$ cat src/hw/rtl/assert_macros.svh
// assertion macros used by the scheduler datapath
// no dependencies
`ifndef ASSERT_MACROS_SVH
`define ASSERT_MACROS_SVH

// implication checked every cycle outside reset
`define ASSERT_IMPL(label, clk, rst_n, ante, cons) \
  label: assert property (@(posedge clk) disable iff (!rst_n) (ante) |-> (cons)) \
    else $error("assertion failed");

// implication whose consequent is checked in the following cycle
`define ASSERT_NEXT(label, clk, rst_n, ante, cons) \
  label: assert property (@(posedge clk) disable iff (!rst_n) (ante) |=> (cons)) \
    else $error("assertion failed");

`endif

$ cat src/hw/rtl/pts_pkg.sv
// package for the priority timeslice scheduler: types, codes, constants
// no dependencies
`timescale 1ns / 1ps
package pts_pkg;
  localparam int DefMaxThreads = 16;
  localparam int DefPrioLevels = 16;
  localparam int SlotW = 4;
  localparam int PrioW = 5;
  localparam int StampW = 32;

  localparam logic [2:0] OP_TICK = 3'd0;
  localparam logic [2:0] OP_CREATE = 3'd1;
  localparam logic [2:0] OP_SLEEP = 3'd2;
  localparam logic [2:0] OP_WAKE = 3'd3;
  localparam logic [2:0] OP_EXIT = 3'd4;
  localparam logic [2:0] OP_SETPRIO = 3'd5;

  localparam logic [1:0] ST_DONE = 2'd0;
  localparam logic [1:0] ST_FULL = 2'd1;
  localparam logic [1:0] ST_REFUSED = 2'd2;

  localparam logic CFG_DEF_PRIO = 1'b0;
  localparam logic CFG_MIN_PRIO = 1'b1;

  typedef enum logic [2:0] {
    S_IDLE, S_SCAN1, S_EXEC, S_SCAN2, S_PICK, S_OUT
  } state_t;

  // controller to datapath
  typedef struct packed {
    logic load;     // capture input transaction
    logic scan_clr; // start a scan
    logic scan_step;
    logic exec;     // apply the event update
    logic pick;     // commit the schedule choice
    logic out_load;
  } cmd_t;

  // datapath to controller
  typedef struct packed {
    logic scan_last;
    logic need_pick;
  } sts_t;
endpackage

$ cat src/hw/rtl/pts_if.sv
// valid/ready channel interfaces for the scheduler
// depends on pts_pkg
`timescale 1ns / 1ps
interface pts_in_if import pts_pkg::*; ();
  logic valid;
  logic ready;
  logic [2:0] opcode;
  logic [SlotW-1:0] target_thread;
  logic [PrioW-1:0] new_priority;
  modport source (output valid, opcode, target_thread, new_priority, input ready);
  modport sink (input valid, opcode, target_thread, new_priority, output ready);
endinterface

interface pts_out_if import pts_pkg::*; ();
  logic valid;
  logic ready;
  logic [SlotW-1:0] running_thread;
  logic [SlotW-1:0] created_thread;
  logic [1:0] status;
  modport source (output valid, running_thread, created_thread, status, input ready);
  modport sink (input valid, running_thread, created_thread, status, output ready);
endinterface

interface pts_cfg_if import pts_pkg::*; ();
  logic valid;
  logic ready;
  logic index;
  logic [PrioW-1:0] data;
  modport source (output valid, index, data, input ready);
  modport sink (input valid, index, data, output ready);
endinterface

$ cat src/hw/rtl/pts_ctrl.sv
// scheduler controller state machine
// depends on pts_pkg
`timescale 1ns / 1ps
module pts_ctrl import pts_pkg::*; (
  input  logic clk,
  input  logic rst_n,
  input  logic in_valid,
  output logic in_ready,
  output logic out_valid,
  input  logic out_ready,
  input  sts_t sts,
  output cmd_t cmd
);
  state_t state_r, state_nxt;
  logic out_valid_r, out_valid_nxt;

  always_ff @(posedge clk) begin
    if (!rst_n) begin
      state_r <= S_IDLE;
      out_valid_r <= 1'b0;
    end else begin
      state_r <= state_nxt;
      out_valid_r <= out_valid_nxt;
    end
  end

  always_comb begin
    state_nxt = state_r;
    cmd = '0;
    out_valid_nxt = out_valid_r;
    if (out_valid_r && out_ready) out_valid_nxt = 1'b0;
    in_ready = 1'b0;
    unique case (state_r)
      S_IDLE: begin
        in_ready = 1'b1;
        if (in_valid) begin
          cmd.load = 1'b1;
          cmd.scan_clr = 1'b1;
          state_nxt = S_SCAN1;
        end
      end
      S_SCAN1: begin
        cmd.scan_step = 1'b1;
        if (sts.scan_last) state_nxt = S_EXEC;
      end
      S_EXEC: begin
        cmd.exec = 1'b1;
        cmd.scan_clr = 1'b1;
        state_nxt = S_SCAN2;
      end
      S_SCAN2: begin
        if (!sts.need_pick) state_nxt = S_OUT;
        else begin
          cmd.scan_step = 1'b1;
          if (sts.scan_last) state_nxt = S_PICK;
        end
      end
      S_PICK: begin
        cmd.pick = 1'b1;
        state_nxt = S_OUT;
      end
      S_OUT: begin
        if (!out_valid_r || out_ready) begin
          cmd.out_load = 1'b1;
          out_valid_nxt = 1'b1;
          state_nxt = S_IDLE;
        end
      end
      default: state_nxt = S_IDLE;
    endcase
  end

  assign out_valid = out_valid_r;
endmodule

$ cat src/hw/rtl/pts_dp.sv
// scheduler datapath: slot table, serial scans, event update
// depends on pts_pkg and assert_macros.svh
`timescale 1ns / 1ps
`include "assert_macros.svh"
module pts_dp import pts_pkg::*; #(
  parameter int MAX_THREADS = DefMaxThreads,
  parameter int PRIO_LEVELS = DefPrioLevels
) (
  input  logic clk,
  input  logic rst_n,
  input  cmd_t cmd,
  output sts_t sts,
  input  logic [2:0] in_opcode,
  input  logic [SlotW-1:0] in_target,
  input  logic [PrioW-1:0] in_newprio,
  input  logic cfg_we,
  input  logic cfg_idx,
  input  logic [PrioW-1:0] cfg_data,
  output logic [SlotW-1:0] out_running,
  output logic [SlotW-1:0] out_created,
  output logic [1:0] out_status
);
  localparam int IdxW = $clog2(MAX_THREADS);
  localparam int LvW = $clog2(PRIO_LEVELS + 1);
  localparam logic [IdxW-1:0] LastIdx = IdxW'(MAX_THREADS - 1);

  logic [MAX_THREADS-1:0] live_r, queued_r, side_r;
  logic [PrioW-1:0] prio_r [MAX_THREADS];
  logic [PrioW-1:0] ts_r [MAX_THREADS];
  logic [LvW-1:0] lvl_r [MAX_THREADS];
  logic [StampW-1:0] stamp_r [MAX_THREADS];
  logic act_r;
  logic [IdxW-1:0] cur_r;
  logic [StampW-1:0] cnt_r;
  logic [PrioW-1:0] defp_r, minp_r;

  logic [2:0] op_r;
  logic [SlotW-1:0] tgt_r;
  logic [PrioW-1:0] np_r;
  logic [IdxW-1:0] idx_r;
  logic [IdxW-1:0] free_r;
  logic free_found_r;
  logic has_act, has_exp;
  logic found_r;
  logic [IdxW-1:0] best_r;
  logic [LvW-1:0] best_lv_r;
  logic [StampW-1:0] best_st_r;
  logic need_pick_r;
  logic [IdxW-1:0] created_r;
  logic [1:0] status_r;

  function automatic logic [LvW-1:0] clamp_lv(input logic [PrioW:0] v);
    logic [LvW-1:0] r;
    if (v < (PrioW+1)'(1)) r = LvW'(1);
    else if (32'(v) > PRIO_LEVELS) r = LvW'(PRIO_LEVELS);
    else r = LvW'(v);
    return r;
  endfunction

  // pick uses the side that will be active after the swap decision
  logic pick_side;
  assign pick_side = has_act ? act_r : ~act_r;

  logic cand;
  assign cand = (idx_r != '0) && queued_r[idx_r] && (side_r[idx_r] == pick_side);

  logic tgt_ok;
  assign tgt_ok = (tgt_r != '0) && (32'(tgt_r) < MAX_THREADS) &&
                  live_r[IdxW'(tgt_r)] && !queued_r[IdxW'(tgt_r)];

  logic [PrioW+1:0] ts_calc;
  logic [PrioW-1:0] ts_fin;
  always_comb begin
    ts_calc = {2'b0, np_r} - {2'b0, prio_r[cur_r]} + {2'b0, ts_r[cur_r]};
    if ($signed(ts_calc) < $signed({2'b0, minp_r})) ts_calc = {2'b0, minp_r};
    if ($signed(ts_calc) < 1) ts_calc = (PrioW+2)'(1);
    if ($signed(ts_calc) > 31) ts_calc = (PrioW+2)'(31);
    ts_fin = ts_calc[PrioW-1:0];
  end

  logic [PrioW-1:0] cr_prio;
  assign cr_prio = PrioW'(clamp_lv({1'b0, (cur_r == '0) ? defp_r : prio_r[cur_r]}));

  always_ff @(posedge clk) begin
    if (!rst_n) begin
      live_r <= MAX_THREADS'(1);
      queued_r <= '0;
      side_r <= '0;
      act_r <= 1'b0;
      cur_r <= '0;
      cnt_r <= '0;
      defp_r <= PrioW'(8);
      minp_r <= PrioW'(1);
      need_pick_r <= 1'b0;
      created_r <= '0;
      status_r <= ST_DONE;
      for (int i = 0; i < MAX_THREADS; i++) begin
        prio_r[i] <= '0;
        ts_r[i] <= '0;
        lvl_r[i] <= '0;
        stamp_r[i] <= '0;
      end
    end else begin
      if (cfg_we) begin
        if (cfg_idx == CFG_DEF_PRIO) defp_r <= cfg_data;
        else minp_r <= cfg_data;
      end
      if (cmd.exec) begin
        status_r <= ST_DONE;
        created_r <= '0;
        need_pick_r <= 1'b0;
        case (op_r)
          OP_TICK: begin
            if (cur_r == '0) need_pick_r <= 1'b1;
            else if (ts_r[cur_r] <= PrioW'(1)) begin
              ts_r[cur_r] <= prio_r[cur_r];
              cnt_r <= cnt_r + 1'b1;
              queued_r[cur_r] <= 1'b1;
              side_r[cur_r] <= ~act_r;
              lvl_r[cur_r] <= clamp_lv({1'b0, prio_r[cur_r]});
              stamp_r[cur_r] <= cnt_r + 1'b1;
              need_pick_r <= 1'b1;
            end else ts_r[cur_r] <= ts_r[cur_r] - 1'b1;
          end
          OP_CREATE: begin
            if (!free_found_r) status_r <= ST_FULL;
            else begin
              live_r[free_r] <= 1'b1;
              prio_r[free_r] <= cr_prio;
              ts_r[free_r] <= cr_prio;
              cnt_r <= cnt_r + 1'b1;
              queued_r[free_r] <= 1'b1;
              side_r[free_r] <= act_r;
              lvl_r[free_r] <= clamp_lv({1'b0, cr_prio});
              stamp_r[free_r] <= cnt_r + 1'b1;
              created_r <= free_r;
            end
          end
          OP_SLEEP, OP_EXIT: begin
            if (cur_r == '0) status_r <= ST_REFUSED;
            else begin
              queued_r[cur_r] <= 1'b0;
              if (op_r == OP_EXIT) live_r[cur_r] <= 1'b0;
              need_pick_r <= 1'b1;
            end
          end
          OP_WAKE: begin
            if (!tgt_ok) status_r <= ST_REFUSED;
            else begin
              cnt_r <= cnt_r + 1'b1;
              queued_r[IdxW'(tgt_r)] <= 1'b1;
              side_r[IdxW'(tgt_r)] <= act_r;
              lvl_r[IdxW'(tgt_r)] <= clamp_lv({1'b0, ts_r[IdxW'(tgt_r)]});
              stamp_r[IdxW'(tgt_r)] <= cnt_r + 1'b1;
            end
          end
          OP_SETPRIO: begin
            if (cur_r == '0 || np_r == '0 || 32'(np_r) > PRIO_LEVELS)
              status_r <= ST_REFUSED;
            else begin
              ts_r[cur_r] <= ts_fin;
              prio_r[cur_r] <= np_r;
              cnt_r <= cnt_r + 1'b1;
              queued_r[cur_r] <= 1'b1;
              side_r[cur_r] <= act_r;
              lvl_r[cur_r] <= clamp_lv({1'b0, ts_fin});
              stamp_r[cur_r] <= cnt_r + 1'b1;
            end
          end
          default: status_r <= ST_REFUSED;
        endcase
      end
      if (cmd.pick) begin
        if (!has_act && !has_exp) cur_r <= '0;
        else begin
          act_r <= pick_side;
          cur_r <= found_r ? best_r : '0;
        end
      end
    end
  end

  // input capture; scan: free slot search in the first pass, best pick in the second; output load
  always_ff @(posedge clk) begin
    if (cmd.load) begin
      op_r <= in_opcode;
      tgt_r <= in_target;
      np_r <= in_newprio;
    end
    if (cmd.scan_clr) begin
      idx_r <= '0;
      free_found_r <= 1'b0;
      free_r <= '0;
      found_r <= 1'b0;
      best_r <= '0;
      best_lv_r <= '0;
      best_st_r <= '0;
    end else if (cmd.scan_step) begin
      idx_r <= idx_r + 1'b1;
      if (idx_r != '0 && !live_r[idx_r] && !free_found_r) begin
        free_found_r <= 1'b1;
        free_r <= idx_r;
      end
      if (cand && (!found_r || lvl_r[idx_r] > best_lv_r ||
          (lvl_r[idx_r] == best_lv_r && stamp_r[idx_r] > best_st_r))) begin
        found_r <= 1'b1;
        best_r <= idx_r;
        best_lv_r <= lvl_r[idx_r];
        best_st_r <= stamp_r[idx_r];
      end
    end
    if (cmd.out_load) begin
      out_running <= SlotW'(cur_r);
      out_created <= SlotW'(created_r);
      out_status <= status_r;
    end
  end

  // side occupancy is a reduction over flag vectors, seen after the event update
  logic [MAX_THREADS-1:0] q_nz;
  assign q_nz = queued_r & ~MAX_THREADS'(1);
  assign has_act = |(q_nz & (act_r ? side_r : ~side_r));
  assign has_exp = |(q_nz & (act_r ? ~side_r : side_r));

  assign sts.scan_last = (idx_r == LastIdx);
  assign sts.need_pick = need_pick_r;

  `ASSERT_IMPL(a_idle_live, clk, rst_n, 1'b1, live_r[0])
  `ASSERT_IMPL(a_cur_live, clk, rst_n, 1'b1, live_r[cur_r] || need_pick_r)
  `ASSERT_NEXT(a_pick_found, clk, rst_n, cmd.pick && found_r, cur_r != '0)
endmodule

$ cat src/hw/rtl/priority_timeslice_scheduler.sv
// priority timeslice scheduler: one event in, one result out
// an event is taken only when idle; it runs a first serial pass over the slots, the event update
// and, when a reschedule is needed, a second serial pass and the pick, before the result
// is loaded; a stalled result holds back the next event
// reset: rst_n synchronous active low; only idle slot 0 live, idle running
// depends on pts_pkg, pts_if, pts_ctrl, pts_dp
`timescale 1ns / 1ps
module priority_timeslice_scheduler import pts_pkg::*; #(
  parameter int MAX_THREADS = DefMaxThreads,
  parameter int PRIO_LEVELS = DefPrioLevels
) (
  input logic clk,
  input logic rst_n,
  pts_in_if.sink in_ch,
  pts_out_if.source out_ch,
  pts_cfg_if.sink cfg_ch
);
  cmd_t cmd;
  sts_t sts;

  assign cfg_ch.ready = 1'b1;

  pts_ctrl u_ctrl (
    .clk(clk), .rst_n(rst_n),
    .in_valid(in_ch.valid), .in_ready(in_ch.ready),
    .out_valid(out_ch.valid), .out_ready(out_ch.ready),
    .sts(sts), .cmd(cmd)
  );

  pts_dp #(.MAX_THREADS(MAX_THREADS), .PRIO_LEVELS(PRIO_LEVELS)) u_dp (
    .clk(clk), .rst_n(rst_n), .cmd(cmd), .sts(sts),
    .in_opcode(in_ch.opcode), .in_target(in_ch.target_thread),
    .in_newprio(in_ch.new_priority),
    .cfg_we(cfg_ch.valid), .cfg_idx(cfg_ch.index), .cfg_data(cfg_ch.data),
    .out_running(out_ch.running_thread), .out_created(out_ch.created_thread),
    .out_status(out_ch.status)
  );
endmodule
$ cat src/flat_wrapper.sv
// flat-port wrapper written by rule: the top's interface ports become plain ports
module priority_timeslice_scheduler_flat import pts_pkg::*;
#(
  parameter int MAX_THREADS = DefMaxThreads,
  parameter int PRIO_LEVELS = DefPrioLevels
)
  (clk, rst_n, in_ch_valid, in_ch_opcode, in_ch_target_thread, in_ch_new_priority, in_ch_ready, out_ch_valid, out_ch_running_thread, out_ch_created_thread, out_ch_status, out_ch_ready, cfg_ch_valid, cfg_ch_index, cfg_ch_data, cfg_ch_ready);
  pts_in_if in_ch_i ();
  pts_out_if out_ch_i ();
  pts_cfg_if cfg_ch_i ();
  input logic clk;
  input logic rst_n;
  input wire logic [$bits(in_ch_i.valid)-1:0] in_ch_valid;
  input wire logic [$bits(in_ch_i.opcode)-1:0] in_ch_opcode;
  input wire logic [$bits(in_ch_i.target_thread)-1:0] in_ch_target_thread;
  input wire logic [$bits(in_ch_i.new_priority)-1:0] in_ch_new_priority;
  output wire logic [$bits(in_ch_i.ready)-1:0] in_ch_ready;
  output wire logic [$bits(out_ch_i.valid)-1:0] out_ch_valid;
  output wire logic [$bits(out_ch_i.running_thread)-1:0] out_ch_running_thread;
  output wire logic [$bits(out_ch_i.created_thread)-1:0] out_ch_created_thread;
  output wire logic [$bits(out_ch_i.status)-1:0] out_ch_status;
  input wire logic [$bits(out_ch_i.ready)-1:0] out_ch_ready;
  input wire logic [$bits(cfg_ch_i.valid)-1:0] cfg_ch_valid;
  input wire logic [$bits(cfg_ch_i.index)-1:0] cfg_ch_index;
  input wire logic [$bits(cfg_ch_i.data)-1:0] cfg_ch_data;
  output wire logic [$bits(cfg_ch_i.ready)-1:0] cfg_ch_ready;
  assign in_ch_i.valid = in_ch_valid;
  assign in_ch_i.opcode = in_ch_opcode;
  assign in_ch_i.target_thread = in_ch_target_thread;
  assign in_ch_i.new_priority = in_ch_new_priority;
  assign in_ch_ready = in_ch_i.ready;
  assign out_ch_valid = out_ch_i.valid;
  assign out_ch_running_thread = out_ch_i.running_thread;
  assign out_ch_created_thread = out_ch_i.created_thread;
  assign out_ch_status = out_ch_i.status;
  assign out_ch_i.ready = out_ch_ready;
  assign cfg_ch_i.valid = cfg_ch_valid;
  assign cfg_ch_i.index = cfg_ch_index;
  assign cfg_ch_i.data = cfg_ch_data;
  assign cfg_ch_ready = cfg_ch_i.ready;
  priority_timeslice_scheduler #(.MAX_THREADS(MAX_THREADS), .PRIO_LEVELS(PRIO_LEVELS)) u_core (.clk(clk), .rst_n(rst_n), .in_ch(in_ch_i), .out_ch(out_ch_i), .cfg_ch(cfg_ch_i));
endmodule
$ cat config.mk
export PLATFORM = sky130hd
export DESIGN_NAME = priority_timeslice_scheduler_flat
export DESIGN_NICKNAME = d
export VERILOG_FILES = /design/src/hw/rtl/pts_pkg.sv /design/src/hw/rtl/pts_if.sv /design/src/hw/rtl/pts_ctrl.sv /design/src/hw/rtl/pts_dp.sv /design/src/hw/rtl/priority_timeslice_scheduler.sv /design/src/flat_wrapper.sv
export VERILOG_INCLUDE_DIRS = /design/src /design/src/hw/rtl
export SDC_FILE = /design/constraint.sdc
export NUM_CORES = 2
export LEC_CHECK = 0
export BUFFER_PORTS_ARGS = -buffer_cell sky130_fd_sc_hd__buf_2
export CAP_MARGIN = 10
export CORE_AREA = 2 2 427 429
export DETAILED_ROUTE_END_ITERATION = 6
export DIE_AREA = 0 0 429 431
export HOLD_SLACK_MARGIN = 0.06
export SYNTH_ARGS = -nofsm -noshare
export SYNTH_HDL_FRONTEND = slang
export SYNTH_HIERARCHICAL = 1
export SYNTH_SLANG_ARGS = --single-unit
$ cat constraint.sdc
create_clock -name clk -period 13 [get_ports clk]
set_clock_uncertainty 0.2 [all_clocks]
set_input_delay 0 -clock clk [delete_from_list [all_inputs] [get_ports clk]]
set_output_delay 0 -clock clk [all_outputs]
set_load 0.005 [all_outputs]
==> reports/qor.yml <==
outcome:
  status: "complete, no violations"
die:
  die-area_sq_um: 185000
  initial_core_util_pct: 24.9
  die_w_microns: 429
  core_sq_um: 180000
  core.rowCount: 156
  die_y_microns: 431
  top_level_ports: 36
timing:
  hold_viol: 0
  drv_slew: 0
  whs_ns: 0.104
  rsz0062_at_grt: "false"
  tightest_slew_ns: 1.30
  setup_slack_ns: 5.38
  finalSetupViolCount: 0
  fmax_mhz: 131
  period_minus_slack_ns: 7.62
  max_slew_margin_pct: 12.7
  setup_tns_ns: 0
  period_share_pct: 58.6
power_and_ir_drop:
  power_density_nw_per_um2: 139
  leakagePower_nw: 16.7
  peakVddDrop_mv: 0.101
cts:
  clock_latency_ns: 0.72
  cts_max_level: 3
  postCtsSetupRepairBufs: 0
  cts_buffers: 97
  clock-sinks: 943
  path_clk_slew_ns: 0.06
  root_buffer: "clkbuf_16"
  cts-resized-gates: 0
  cts_buffer_depth: 3
  tritoncts: "done"
layout:
  final_nets: 3666
  area_growth_pct: 14.7
  final_common_cell: "nor2_1"
  drive_above_1_share_pct: 17.5
  stdcell_count: 6036
  layout_common_cells: "nor2_1, edfxtp_1, mux4_2, nand2_1, dfxtp_1"
  multi_input_area_sq_um: 16900
  final_cell_area_sq_um: 51400
  seqCellArea_sq_um: 26600
  n_fill_cell: 18256
logic_synthesis:
  ys.flop_type: "edfxtp_1"
  seq_area_frac_synth_pct: 59.4
  synth_warnings: 6
  syn-num-nets: 3661
  synthesis.instances: 3578
  synth_seq_cells: 943
  ys_types: 98
  ys_async_sr_fraction_pct: 0
  synth_edf_count: 774
  syn_area_per_cell_sq_um: 12.5
  netlist_area_sq_um: 44800
route:
  num_vias: 30246
  wire_per_inst_microns: 21.7
  antenna_left: 0
  first_pass_iters: 6
  drc: 0
  dr.first_iter.drc_count: 3362
  wl_mm: 131
  via_per_inst: 5.01
placement:
  gp_congestion: 0.902
  place_area_sq_um: 47600
  hpwl_mm: 78.0
  pre_cts_ws_ns: 5.45
  placed_cells: 5797
  portBuffers: 34
worst_setup_path:
  crit_slowest_cell: "a221oi_4"
  start_kind: "flop"
  arrival_ns: 7.80
  cp_max_fo: 38
  worstPathRequired_ns: 13.18
  critPathMostFrequentCell: "ha_1"
  path_class: "flop to flop"
  end_kind: "flop"
  cpPeakStageDelay_ns: 0.79
global_routing:
  grt_usage_pct: 14.0
  grt_max_degree: 58
  grt_pass1_wl_mm: 196
  antenna_found_initial: 3
  grt.overflow.total: 0
  grt_pass1_vias: 29879
run:
  drv_cap: 0
min_path:
  hold_class: "primary input to flop"
-- worst max-delay path: cells and delay by family (launching register included) --
kind                       cells  cell delay (ns)
AOI/OAI and AO/OA              8             2.28
buffers and inverters          1             0.51
xor gates and xnor gates       1             0.15
and+or+nand+nor                9             1.37
adders and majority gates      6             1.87
muxes                          1             0.59
DFF                            1             0.31
-- per-layer routing --
layer	global-route usage [%]	vias up	routed length (microns)
li1	-	13176	-
met1	18.6	15508	54100
met2	23.3	1328	63400
met3	2.29	234	10000
met4	4.23	0	3650
met5	0	-	0
-- registers in the layout (all words and copies together) (netlist names), 16 cells and up, named ones only --
name / count
u_core/u_dp/best_st_r: 32
u_core/u_dp/cnt_r: 32
u_core/u_dp/live_r: 16
u_core/u_dp/lvl_r: 80
u_core/u_dp/prio_r: 80
u_core/u_dp/queued_r: 16
u_core/u_dp/stamp_r: 512
u_core/u_dp/ts_r: 80
-- Yosys cell counts, types with 55 or more instances --
cell type	n	area share, %
mux4_2	266	13
clkbuf_1	181	1.5
nand2_1	218	1.8
mux2i_1	55	1.2
a21oi_1	84	0.94
nor3_1	75	0.84
nor2_1	923	7.7
buf_2	57	0.64
dfxtp_1	169	7.5
inv_1	91	0.76
edfxtp_1	774	52
ha_1	58	1.6
-- metrics by stage --
stage               utilization, %  power, mW
floorplan                        -       4.10
global placement              26.4       4.37
detailed placement            26.4       4.37
CTS                           28.5       7.19
global route                  28.5       7.38
finish                        28.5       7.13
-- area by class of cell --
| cell class | count | area share, % |
|---|---|---|
| Antenna cell | 1 | 0.00487 |
| Clock buffer | 135 | 5.27 |
| Clock inverter | 46 | 0.954 |
| Inverter | 93 | 0.679 |
| Multi-Input combinational cell | 2272 | 32.8 |
| Sequential cell | 943 | 51.8 |
| Tap cell | 2370 | 5.77 |
| Timing Repair Buffer | 176 | 2.65 |
-- repair_timing --
action | in CTS | in global routing
hold endpoints to repair | 152 | 0
setup endpoints to repair | 0 | 0
hold buffers | 50 | 0
-- cells by family (layout without fill, tap and decap cells) --
family | count (synthesis) | count (layout) | share of synthesized area, %
buffers and inverters | 363 | 450 | 3.29
multiplexers | 336 | 336 | 15.0
adder cells (fa/ha/maj) | 60 | 60 | 1.71
other | 1 | 2 | 0.00837
XOR/XNOR | 64 | 64 | 1.25
flip-flops | 943 | 943 | 59.4
AO/OA/AOI/OAI | 374 | 374 | 5.74
AND/OR/NAND/NOR | 1437 | 1437 | 13.6
-- where the power goes --
part	total, mW	switching (mW)	internal (mW)
Combinational	0.865	0.456	0.409
Sequential	3.45	0.0996	3.35
Clock	2.81	1.22	1.59
-- worst paths after layout --
check                     startpoint                        end  slack [ns]  cells past startpoint
max                             flop     u_core/u_dp/ts_r[0][4]        5.38                     26
min           in_ch_target_thread[3]                       flop        0.10                      3
max reg2reg                     flop     u_core/u_dp/ts_r[0][4]        5.38                     26
min reg2reg  u_core/u_dp/status_r[0]  u_core/u_dp/out_status[0]        0.24                      0
Note: power is estimated with default switching activity, not from simulation.
